<file path="src/cfc_pkg.sv">
// ----------------------------------------------------------------------------
// cfc_pkg
// Shared types, constants and the CRC-64/XZ byte update for the chunk
// frame checker.
// ----------------------------------------------------------------------------
package cfc_pkg;

  // Frame layout
  localparam int unsigned HDR_LEN = 36;
  localparam int unsigned TRAILER_BYTES = 8;
  localparam int unsigned TOTAL_W = 34;
  localparam logic [TOTAL_W-1:0] TOTAL_MAX = '1;

  // CRC-64/XZ: reflected ECMA-182 polynomial, init and final xor all ones
  localparam logic [63:0] CRC_POLY = 64'hC96C5795D7870F42;
  localparam logic [63:0] CRC_ONES = 64'hFFFFFFFFFFFFFFFF;

  // Magic bytes, entry 0 arrives first
  localparam logic [3:0][7:0] MAGIC = {8'h42, 8'h44, 8'h53, 8'h54};

  // Format version after reset
  localparam logic [31:0] VERSION_RESET = 32'd2;

  typedef enum logic [2:0] {
    ST_OK      = 3'd0,
    ST_SHORT   = 3'd1,
    ST_MAGIC   = 3'd2,
    ST_VERSION = 3'd3,
    ST_SIZE    = 3'd4,
    ST_CRC     = 3'd5
  } status_e;

  typedef struct packed {
    status_e            status;
    logic [31:0]        num_points;
    logic signed [63:0] first_time;
    logic signed [63:0] last_time;
    logic [31:0]        time_stream_len;
    logic [31:0]        value_stream_len;
  } result_t;

  // Fold one byte into a reflected CRC-64 register
  function automatic logic [63:0] crc64_byte(input logic [63:0] crc, input logic [7:0] b);
    logic [63:0] c;
    c = crc ^ {56'd0, b};
    for (int k = 0; k < 8; k++) begin
      c = c[0] ? ((c >> 1) ^ CRC_POLY) : (c >> 1);
    end
    return c;
  endfunction

endpackage

</file>
<file path="src/cfc_frame_core.sv">
// ----------------------------------------------------------------------------
// cfc_frame_core
// Per-frame state: header capture, byte count, trailer delay line and
// running CRC. Evaluates the frame status on the last byte.
// ----------------------------------------------------------------------------
module cfc_frame_core
  import cfc_pkg::*;
(
  input  logic        clk_i,
  input  logic        rst_ni,
  input  logic        step_i,
  input  logic [7:0]  byte_i,
  input  logic        last_i,
  input  logic [31:0] version_i,
  output result_t     res_o
);

  logic [63:0]        crc_q, crc_d;
  logic [7:0][7:0]    held_q, held_d;
  logic [TOTAL_W-1:0] tot_q, tot_d;
  logic               magic_q, magic_d;
  logic [31:0]        ver_q, ver_d;
  logic [31:0]        cnt_q, cnt_d;
  logic [63:0]        ftime_q, ftime_d;
  logic [63:0]        ltime_q, ltime_d;
  logic [31:0]        tlen_q, tlen_d;
  logic [31:0]        vlen_q, vlen_d;

  logic [5:0]         idx;
  logic [5:0]         fdiff, ldiff;
  logic [2:0]         fpos, lpos;
  logic               in_hdr;
  logic [TOTAL_W-1:0] expected;
  status_e            status;

  assign idx    = tot_q[5:0];
  assign in_hdr = tot_q < TOTAL_W'(HDR_LEN);
  assign fdiff  = idx - 6'd12;
  assign ldiff  = idx - 6'd20;
  assign fpos   = fdiff[2:0];
  assign lpos   = ldiff[2:0];

  // Capture header bytes at their little-endian positions
  always_comb begin
    magic_d = magic_q;
    ver_d   = ver_q;
    cnt_d   = cnt_q;
    ftime_d = ftime_q;
    ltime_d = ltime_q;
    tlen_d  = tlen_q;
    vlen_d  = vlen_q;
    if (in_hdr) begin
      unique case (idx) inside
        [6'd0:6'd3]: begin
          if (byte_i != MAGIC[idx[1:0]]) magic_d = 1'b0;
        end
        [6'd4:6'd7]:   ver_d[8*idx[1:0] +: 8]  = byte_i;
        [6'd8:6'd11]:  cnt_d[8*idx[1:0] +: 8]  = byte_i;
        [6'd12:6'd19]: ftime_d[8*fpos +: 8]    = byte_i;
        [6'd20:6'd27]: ltime_d[8*lpos +: 8]    = byte_i;
        [6'd28:6'd31]: tlen_d[8*idx[1:0] +: 8] = byte_i;
        [6'd32:6'd35]: vlen_d[8*idx[1:0] +: 8] = byte_i;
        default: ;
      endcase
    end
  end

  // Shift the trailer line, fold the byte leaving it, count with saturation
  assign held_d = {byte_i, held_q[7:1]};
  assign crc_d  = (tot_q >= TOTAL_W'(TRAILER_BYTES)) ? crc64_byte(crc_q, held_q[0]) : crc_q;
  assign tot_d  = (tot_q != TOTAL_MAX) ? tot_q + TOTAL_W'(1) : tot_q;

  assign expected = TOTAL_W'(HDR_LEN + TRAILER_BYTES)
                  + {2'b00, tlen_d} + {2'b00, vlen_d};

  // Checks in priority order
  always_comb begin
    if (tot_d < TOTAL_W'(HDR_LEN + TRAILER_BYTES)) status = ST_SHORT;
    else if (!magic_d)                             status = ST_MAGIC;
    else if (ver_d != version_i)                   status = ST_VERSION;
    else if (expected != tot_d)                    status = ST_SIZE;
    else if ((crc_d ^ CRC_ONES) != held_d)         status = ST_CRC;
    else                                           status = ST_OK;
  end

  assign res_o.status           = status;
  assign res_o.num_points       = cnt_d;
  assign res_o.first_time       = signed'(ftime_d);
  assign res_o.last_time        = signed'(ltime_d);
  assign res_o.time_stream_len  = tlen_d;
  assign res_o.value_stream_len = vlen_d;

  // Advance the frame state, start over after the last byte
  always_ff @(posedge clk_i or negedge rst_ni) begin
    if (!rst_ni) begin
      crc_q   <= CRC_ONES;
      held_q  <= '0;
      tot_q   <= '0;
      magic_q <= 1'b1;
      ver_q   <= '0;
      cnt_q   <= '0;
      ftime_q <= '0;
      ltime_q <= '0;
      tlen_q  <= '0;
      vlen_q  <= '0;
    end else if (step_i) begin
      if (last_i) begin
        crc_q   <= CRC_ONES;
        held_q  <= '0;
        tot_q   <= '0;
        magic_q <= 1'b1;
        ver_q   <= '0;
        cnt_q   <= '0;
        ftime_q <= '0;
        ltime_q <= '0;
        tlen_q  <= '0;
        vlen_q  <= '0;
      end else begin
        crc_q   <= crc_d;
        held_q  <= held_d;
        tot_q   <= tot_d;
        magic_q <= magic_d;
        ver_q   <= ver_d;
        cnt_q   <= cnt_d;
        ftime_q <= ftime_d;
        ltime_q <= ltime_d;
        tlen_q  <= tlen_d;
        vlen_q  <= vlen_d;
      end
    end
  end

endmodule

</file>
<file path="src/cfc_out_reg.sv">
// ----------------------------------------------------------------------------
// cfc_out_reg
// Result register: holds one finished result until the sink takes it.
// ----------------------------------------------------------------------------
module cfc_out_reg
  import cfc_pkg::*;
(
  input  logic    clk_i,
  input  logic    rst_ni,
  input  logic    load_i,
  input  result_t res_i,
  input  logic    out_stall_i,
  output logic    out_valid_o,
  output result_t res_o
);

  logic    valid_q, valid_d;
  result_t res_q;

  // Set on load, drop once taken
  always_comb begin
    valid_d = valid_q;
    if (load_i)            valid_d = 1'b1;
    else if (!out_stall_i) valid_d = 1'b0;
  end

  always_ff @(posedge clk_i or negedge rst_ni) begin
    if (!rst_ni) begin
      valid_q <= 1'b0;
    end else begin
      valid_q <= valid_d;
    end
  end

  // Hold the payload until the next load
  always_ff @(posedge clk_i) begin
    if (load_i) begin
      res_q <= res_i;
    end
  end

  assign out_valid_o = valid_q;
  assign res_o       = res_q;

endmodule

</file>
<file path="src/chunk_frame_checker_top.sv">
// ----------------------------------------------------------------------------
// chunk_frame_checker_top
// Streaming checker for framed chunk files, one byte per item.
// ----------------------------------------------------------------------------
// The block takes one byte per clock cycle with no gaps of its own: a byte
// goes into an input register, and when that register advances the frame
// logic folds it into the header capture, byte count, eight-byte trailer
// line and the byte-wide CRC-64/XZ update. A byte flagged as last yields
// one result, loaded into the result register as the byte leaves the input
// register; every other byte yields none. The input stalls only when a last
// byte meets a result that the sink has not yet taken. The accepted version
// register may be written at any time the block is idle and resets to 2.
// ----------------------------------------------------------------------------
module chunk_frame_checker_top
  import cfc_pkg::*;
(
  input  logic               clk_i,
  input  logic               rst_ni,
  input  logic               cfg_we_i,
  input  logic [31:0]        cfg_wdata_i,
  input  logic               in_valid_i,
  output logic               in_stall_o,
  input  logic [7:0]         data_byte_i,
  input  logic               last_byte_i,
  output logic               out_valid_o,
  input  logic               out_stall_i,
  output logic [2:0]         status_o,
  output logic [31:0]        num_points_o,
  output logic signed [63:0] first_time_o,
  output logic signed [63:0] last_time_o,
  output logic [31:0]        time_stream_len_o,
  output logic [31:0]        value_stream_len_o
);

  logic [31:0] version_q;
  logic        s1_valid_q, s1_valid_d;
  logic [7:0]  s1_byte_q;
  logic        s1_last_q;
  logic        accept;
  logic        blocked;
  logic        s1_fire;
  logic        load;
  result_t     core_res;
  result_t     out_res;

  // Version register
  always_ff @(posedge clk_i or negedge rst_ni) begin
    if (!rst_ni) begin
      version_q <= VERSION_RESET;
    end else if (cfg_we_i) begin
      version_q <= cfg_wdata_i;
    end
  end

  // A last byte waits while the result register holds a result the sink has not taken
  assign blocked    = s1_valid_q && s1_last_q && out_valid_o && out_stall_i;
  assign in_stall_o = blocked;
  assign accept     = in_valid_i && !in_stall_o;
  assign s1_fire    = s1_valid_q && !blocked;
  assign load       = s1_fire && s1_last_q;

  // Input register
  always_comb begin
    s1_valid_d = s1_valid_q;
    if (accept)       s1_valid_d = 1'b1;
    else if (s1_fire) s1_valid_d = 1'b0;
  end

  always_ff @(posedge clk_i or negedge rst_ni) begin
    if (!rst_ni) begin
      s1_valid_q <= 1'b0;
    end else begin
      s1_valid_q <= s1_valid_d;
    end
  end

  always_ff @(posedge clk_i) begin
    if (accept) begin
      s1_byte_q <= data_byte_i;
      s1_last_q <= last_byte_i;
    end
  end

  cfc_frame_core u_core (
    .clk_i     (clk_i),
    .rst_ni    (rst_ni),
    .step_i    (s1_fire),
    .byte_i    (s1_byte_q),
    .last_i    (s1_last_q),
    .version_i (version_q),
    .res_o     (core_res)
  );

  cfc_out_reg u_out (
    .clk_i       (clk_i),
    .rst_ni      (rst_ni),
    .load_i      (load),
    .res_i       (core_res),
    .out_stall_i (out_stall_i),
    .out_valid_o (out_valid_o),
    .res_o       (out_res)
  );

  assign status_o           = out_res.status;
  assign num_points_o       = out_res.num_points;
  assign first_time_o       = out_res.first_time;
  assign last_time_o        = out_res.last_time;
  assign time_stream_len_o  = out_res.time_stream_len;
  assign value_stream_len_o = out_res.value_stream_len;

  // Stall only for a last byte facing a waiting result
  a_stall_cause: assert property (@(posedge clk_i) disable iff (!rst_ni)
    in_stall_o |-> (s1_valid_q && s1_last_q && out_valid_o))
    else $error("input stalled without a pending last byte");

  // Never overwrite a result the sink has not taken
  a_no_overwrite: assert property (@(posedge clk_i) disable iff (!rst_ni)
    load |-> !(out_valid_o && out_stall_i))
    else $error("result register overwritten while held");

  // A finished last byte shows a result in the next cycle
  a_result_follows: assert property (@(posedge clk_i) disable iff (!rst_ni)
    load |=> out_valid_o)
    else $error("last byte did not produce a result");

endmodule
</file>
<file path="config.mk">
export PLATFORM = sky130hd
export DESIGN_NAME = chunk_frame_checker_top
export DESIGN_NICKNAME = d
export VERILOG_FILES = /design/src/cfc_pkg.sv /design/src/cfc_frame_core.sv /design/src/cfc_out_reg.sv /design/src/chunk_frame_checker_top.sv
export SDC_FILE = /design/constraint.sdc
export NUM_CORES = 1
export LEC_CHECK = 0
export BUFFER_PORTS_ARGS = -buffer_cell sky130_fd_sc_hd__buf_2
export CAP_MARGIN = 20
export CELL_PAD_IN_SITES_DETAIL_PLACEMENT = 1
export CELL_PAD_IN_SITES_GLOBAL_PLACEMENT = 1
export CORE_ASPECT_RATIO = 0.9
export CORE_MARGIN = 4
export CORE_UTILIZATION = 52
export CTS_CLUSTER_DIAMETER = 40
export DETAILED_ROUTE_END_ITERATION = 10
export PLACE_DENSITY_LB_ADDON = 0.1
export SLEW_MARGIN = 30
export SYNTH_ARGS = -nofsm -noshare
export SYNTH_HDL_FRONTEND = slang
export SYNTH_SLANG_ARGS = --single-unit
export TNS_END_PERCENT = 30
</file>
<file path="constraint.sdc">
create_clock -name clk_i -period 18.76 [get_ports clk_i]
set_input_delay 3.752 -clock clk_i [delete_from_list [all_inputs] [get_ports clk_i]]
set_output_delay 3.752 -clock clk_i [all_outputs]
set_load 0.01 [all_outputs]
</file>
==> metrics.txt, run 1 <==
status=complete, no violations; slowest stage delay, CP=0.78 ns; Hold Crit Class=flip-flop to flip-flop; RSZ-0062 raised after global routing=false; vias in the first global route=32056; fin nets=3762; CP endpoint kind=flip-flop; final hold slack=0.487 ns; Post-Synthesis Cells=3457; gr ovfl total=0; PortBufs=274; Crit path max-delay family=simple AND/OR/NAND/NOR gates; antenna-violating nets left=0; TritonRoute pass-1 iters=7; Via Count=30353; layout cell share with drive strength beyond 1=0.194; clock slew at reported path FFs=0.06 ns; largest net degree at the start of global routing=165; die height=259 um; design area=42300 sq um; xor and xnor fraction of the mapped netlist area=0.104; Synth Cell Area=36300 sq um; CP max FO=15; fin crit period=8.79 ns; DR vias/cell=6.47; most common cell after layout, fill and taps aside=nand2_1; WL/cell=29.2 um; first-pass GRT wire length=206000 um; placed cell area=38600 sq um; Synth Area per Inst=10.5 sq um; utilization after layout=0.614; Yosys warning count=0; final setup vio count=0; Synth Area in Adders=0.0154; number of post-CTS setup repair buffers=0; Final period util=0.469; Crit-path slowest cell=nor2_1; max-cap violations=0; Sink Count=689; residual DRC count=0; die area=74200 sq um; Worst Tran Pin Value=1.10 ns; Crit path buffers/inverters=3; CTS tree=done; Fin. Hold Viols=0; post-cts gate resize count=0; CP arrival=9.29 ns; Non-Filler Instances=4693; Synth Area in Simple Gates=0.144; TritonCTS Buffers=102; Routed WL=137000 um; f_max=114 MHz; largest family of logic cells by synthesized area=compound AO/OA/AOI/OAI gates; Starting Density=0.528; GRT Overall Usage=0.364; ys flop type=dfrtp_1; Async SR Flop Fraction=0.657; Clock Tree Root=clkbuf_16; Lkg Pwr=17.7 nW; # H-tree levels=3; Final Max Tran Viols=0; Yosys reg bits=689; Synth Area in Compound Gates=0.155; register area share after synthesis=0.509; setup ws final=9.97 ns; initial antenna violation count=1; clk buf depth=3; final total power=4.09 mW; VDD IR max=0.0000818 V; placed insts=4495; critical path, cell by cell=inv_1, ha_1, nor2_1, and2_1, nand2_1, o21a_1, inv_1, o21ai_1, buf_4, or4_1, nor3b_2, nand3_1, xnor2_1, mux2i_1, ha_1, and3_1, a311o_1, a2111oi_0, o21ai_0, a32oi_1, mux2_2, o311ai_0, a41oi_1, o21ai_1; WS Path Type=flip-flop to flip-flop; setup TNS=0 ns; Yosys cell types=92; worst slack at placement=10.27 ns; Post-synth EDFFs=236; critical path required time=19.25 ns; First DRT Iteration DRCs=3111; commonest cells after routing, fill and taps aside=502 x nand2_1, 386 x dfrtp_1, 309 x o21ai_0, 273 x buf_2, 236 x edfxtp_1; pwr dens=96.7 nW/um^2; Die X=287 um; hold buffers post-CTS=0; headroom to the max-slew limit=0.260; net count after synthesis=3547; critical path startpoint category=flip-flop; core area=68900 sq um; clock latency on the worst-skew pair=0.68 ns; cell row count=91; DP HPWL=90700 um; I/O Pins=275; Layout area overhead=16.4%; clock skew=0.0430 ns; mux contribution to synthesized area=0.0406; RePlAce Congestion=0.940
-- path summary, 6_finish.rpt --
kind	start	depth (start not counted)	slack [ns]	endpoint
min in group asynchronous	rst_ni	1	3.12	version_q[14]
max reg2reg	u_core.tot_q[0]	24	9.97	u_out.res_o[224]
max in group asynchronous	rst_ni	4	13.54	s1_valid_q
max	u_core.tot_q[0]	24	9.97	u_out.res_o[224]
min reg2reg	u_core.ver_q[27]	2	0.49	u_core.ver_q[27]
min	u_core.ver_q[27]	2	0.49	u_core.ver_q[27]
-- per-layer routing --
metal,part of all wire,track usage,routed length (um),vias up
li1,-,-,-,12937
met1,0.40,0.479,54900,15571
met2,0.48,0.596,65200,1453
met3,0.066,0.0485,9050,392
met4,0.058,0.183,7880,0
met5,0,0,0,-
-- tightest hold or removal path: stages (launching register included) --
cell and delay, ns:
dfrtp_1 0.34, nand2_1 0.05, o21ai_0 0.06
-- cell usage after synthesis (all sizes together) (76+ instances only) --
cell type / instances / area [sq um]
xor2: 80 / 742
dfrtp: 387 / 9680
o21ai: 317 / 1590
inv: 84 / 315
a22o: 193 / 1690
nand2: 504 / 1890
clkbuf: 194 / 728
mux2: 90 / 1010
edfxtp: 236 / 7090
xnor2: 245 / 2280
a21oi: 123 / 616
nand3: 76 / 398
nor2: 141 / 529
-- state kept, by name, indices dropped and copies added (netlist names), 34 cells and up --
register	flops
u_core.crc_q	64
u_core.ltime_q	64
u_out.res_o	227
u_core.held_d	56
u_core.ftime_q	64
u_core.tot_q	34
-- area by class of cell --
type,instances,area [sq um]
antenna,1,2.50
clock buffer,120,2720
clock inverter,74,886
fill,7315,26600
inverter,84,315
multi-input combinational,2462,16800
sequential,689,18500
tap,930,1160
timing repair buffer,333,1920
-- power by group --
part,total [mW],internal [mW],switching (mW)
Combinational,0.454,0.130,0.325
Sequential,1.64,1.60,0.0410
Clock,2.00,1.18,0.813
-- kinds of logic (layout without fill, tap and decap cells) --
group	count (synthesis)	after routing
adder cells (fa/ha/maj)	44	44
flip-flops	689	689
AO/OA/AOI/OAI	843	843
other	0	1
XOR/XNOR	358	358
multiplexers	136	136
buffers and inverters	306	611
AND/OR/NAND/NOR	1081	1081
Power figures use the tool's default switching activity.
==> run 2, diff against run 1 <==
- CORE_UTILIZATION: 52 -> 44
- clock period: 18.76 -> 7.7 ns (I/O delays scaled with it)
==> run 2 against run 1 <==
Net effect:
- register-to-register slack worse by 9.5 ns
- critical endpoint unchanged
- clock-buffer cell count is 28 higher
- worst setup slack worse by 9.5 ns
- critical path type unchanged
- clock skew is 0.0055 ns lower
- non-clock buffer count is 57 higher
- die area is 18% higher
- highest routed layer unchanged
- global-route usage is 6.2 points lower
- via count is 2.8% lower
- worst hold slack hardly changed
- core utilization is 8.3 points lower
==> metrics.txt, run 2 (synthesis gave the netlist of run 1 again) <==
Sink Count=689; Lkg Pwr=18.2 nW; clock latency on the worst-skew pair=0.71 ns; Seq pwr share=0.387; First DRT Iteration DRCs=2611; I/O Pins=275; crit-path most repeated cell=o21ai_1; CP endpoint kind=flip-flop; clock skew=0.0376 ns; Hold Crit Class=flip-flop to flip-flop; clock share of power=0.505; die height=281 um; worst hold start=u_core.ver_q[26]; combinational share of power=0.107; WL/cell=27.3 um; vias in the first global route=31089; cell row count=99; fin crit period=7.21 ns; Hold Path End=u_core.ver_q[26]; TritonRoute pass-1 iters=5; setup TNS=0 ns; met2 usage=0.505; slowest stage delay, CP=0.64 ns; met3 Use GR=0.0444; Crit-path slowest cell=or4_1; clock slew at reported path FFs=0.06 ns; commonest cells after routing, fill and taps aside=502 x nand2_1, 386 x dfrtp_1, 307 x o21ai_0, 273 x buf_2, 236 x edfxtp_1; RSZ-0062 raised after global routing=false; status=complete, no violations; Crit path max-delay family=simple AND/OR/NAND/NOR gates; TritonCTS Buffers=112; Pint=7.47 mW; gr ovfl total=0; fin nets=3829; grt peak-use layer=met2; Final Max Tran Viols=0; VDD IR max=0.000198 V; DR vias/cell=6.02; largest net degree at the start of global routing=163; r2r endpoint=u_out.res_o[224]; Worst Tran Pin Value=1.04 ns; WS Path Type=flip-flop to flip-flop; switching share of power=0.275; GRT Overall Usage=0.301; critical path, cell by cell=nor4_2, and4_1, nand3_4, mux2i_1, a21oi_1, o21ai_1, or4_1, nor3b_4, nand2_1, xnor2_1, ha_1, and2_1, a21o_1, a221oi_1, nor2_1, o311ai_1, a21boi_0, a311oi_1, nand4_1, nor4_1, a41oi_1, o21ai_1; final hold slack=0.486 ns; critical path required time=8.23 ns; Via Count=29492; f_max=139 MHz; CP arrival=7.74 ns; switching power=2.83 mW; die area=87300 sq um; CTS tree=done; Clock Tree Root=clkbuf_16; antenna-violating nets left=0; DP HPWL=94400 um; headroom to the max-slew limit=0.306; RePlAce Congestion=0.965; final setup vio count=0; hold path depth=2; R2R Path Start=u_core.tot_q[21]; initial antenna violation count=2; Crit path buffers/inverters=0; max-cap violations=0; placed insts=4683; number of post-CTS setup repair buffers=0; Die X=311 um; Largest register FFs=227; Routed WL=134000 um; Non-Filler Instances=4901; first-pass GRT wire length=202000 um; Fin. Hold Viols=0; CP max FO=16; layout cell share with drive strength beyond 1=0.209; routing usage on met1=0.406; pwr dens=238 nW/um^2; Final period util=0.936; residual DRC count=0; Starting Density=0.446; Layout area overhead=19.2%; # H-tree levels=3; PortBufs=274; flop2flop setup slack=0.49 ns; core area=81500 sq um; R2R cell count=22; critical path startpoint category=flip-flop; most common cell after layout, fill and taps aside=nand2_1; clk buf depth=3
run 2: layout make-up:
cell class                      instances  area (sq um)
Fill cell                            8809         38200
Sequential cell                       689         18500
Multi-Input combinational cell       2462         16900
Clock buffer                          148          3150
Timing Repair Buffer                  390          2370
Tap cell                             1060          1330
Clock inverter                         66           793
Inverter                               84           315
Antenna cell                            2          5.00
run 2: worst max-delay path by stage:
stage | slack (ns) | from | to | depth (start not counted)
global route | 0.02 | u_core.tot_q[21] | u_out.res_o[224] | 22
CTS | 0.06 | u_core.tot_q[16] | u_out.res_o[224] | 22
finish | 0.49 | u_core.tot_q[21] | u_out.res_o[224] | 22
floorplan | 0.69 | u_core.tot_q[0] | u_out.res_o[224] | 26
global placement | 0.24 | u_core.tot_q[16] | u_out.res_o[224] | 22
detailed placement | 0.006 | u_core.tot_q[16] | u_out.res_o[224] | 22
run 2: per-layer routing:
metal / share of wire / vias to the layer above
met5: 0 / -
met4: 0.032 / 0
met3: 0.052 / 233
met2: 0.48 / 882
met1: 0.43 / 15277
li1: - / 13100
run 2: stage by stage:
step | area (sq um) | setup slack (ns) | utilization | power (mW)
floorplan | 36400 | 0.687 | - | 4.66
global placement | 39200 | 0.240 | 0.481 | 5.12
detailed placement | 39200 | 0.00622 | 0.481 | 5.14
CTS | 43200 | 0.0633 | 0.530 | 10.4
global route | 43300 | 0.0199 | 0.531 | 10.7
finish | 43300 | 0.491 | 0.531 | 10.3
run 2: repair_timing:
action,in CTS,in global routing
pin swaps,0,0
resized for setup,1,13
setup endpoints to repair,1,2
hold buffers,0,0
run 2: power groups by stage:
stage / combinational [mW] / clock, mW / sequential, mW
CTS: 1.10 / 5.30 / 3.99
global placement: 1.07 / 0 / 4.05
detailed placement: 1.09 / 0 / 4.05
global route: 1.18 / 5.48 / 4.00
finish: 1.11 / 5.20 / 3.99
floorplan: 0.601 / 0 / 4.05
run 2: worst min-delay path, cell delays in order (launching register included):
cell and delay, ns:
dfrtp_1 0.34, nand2_1 0.05, o21ai_0 0.06
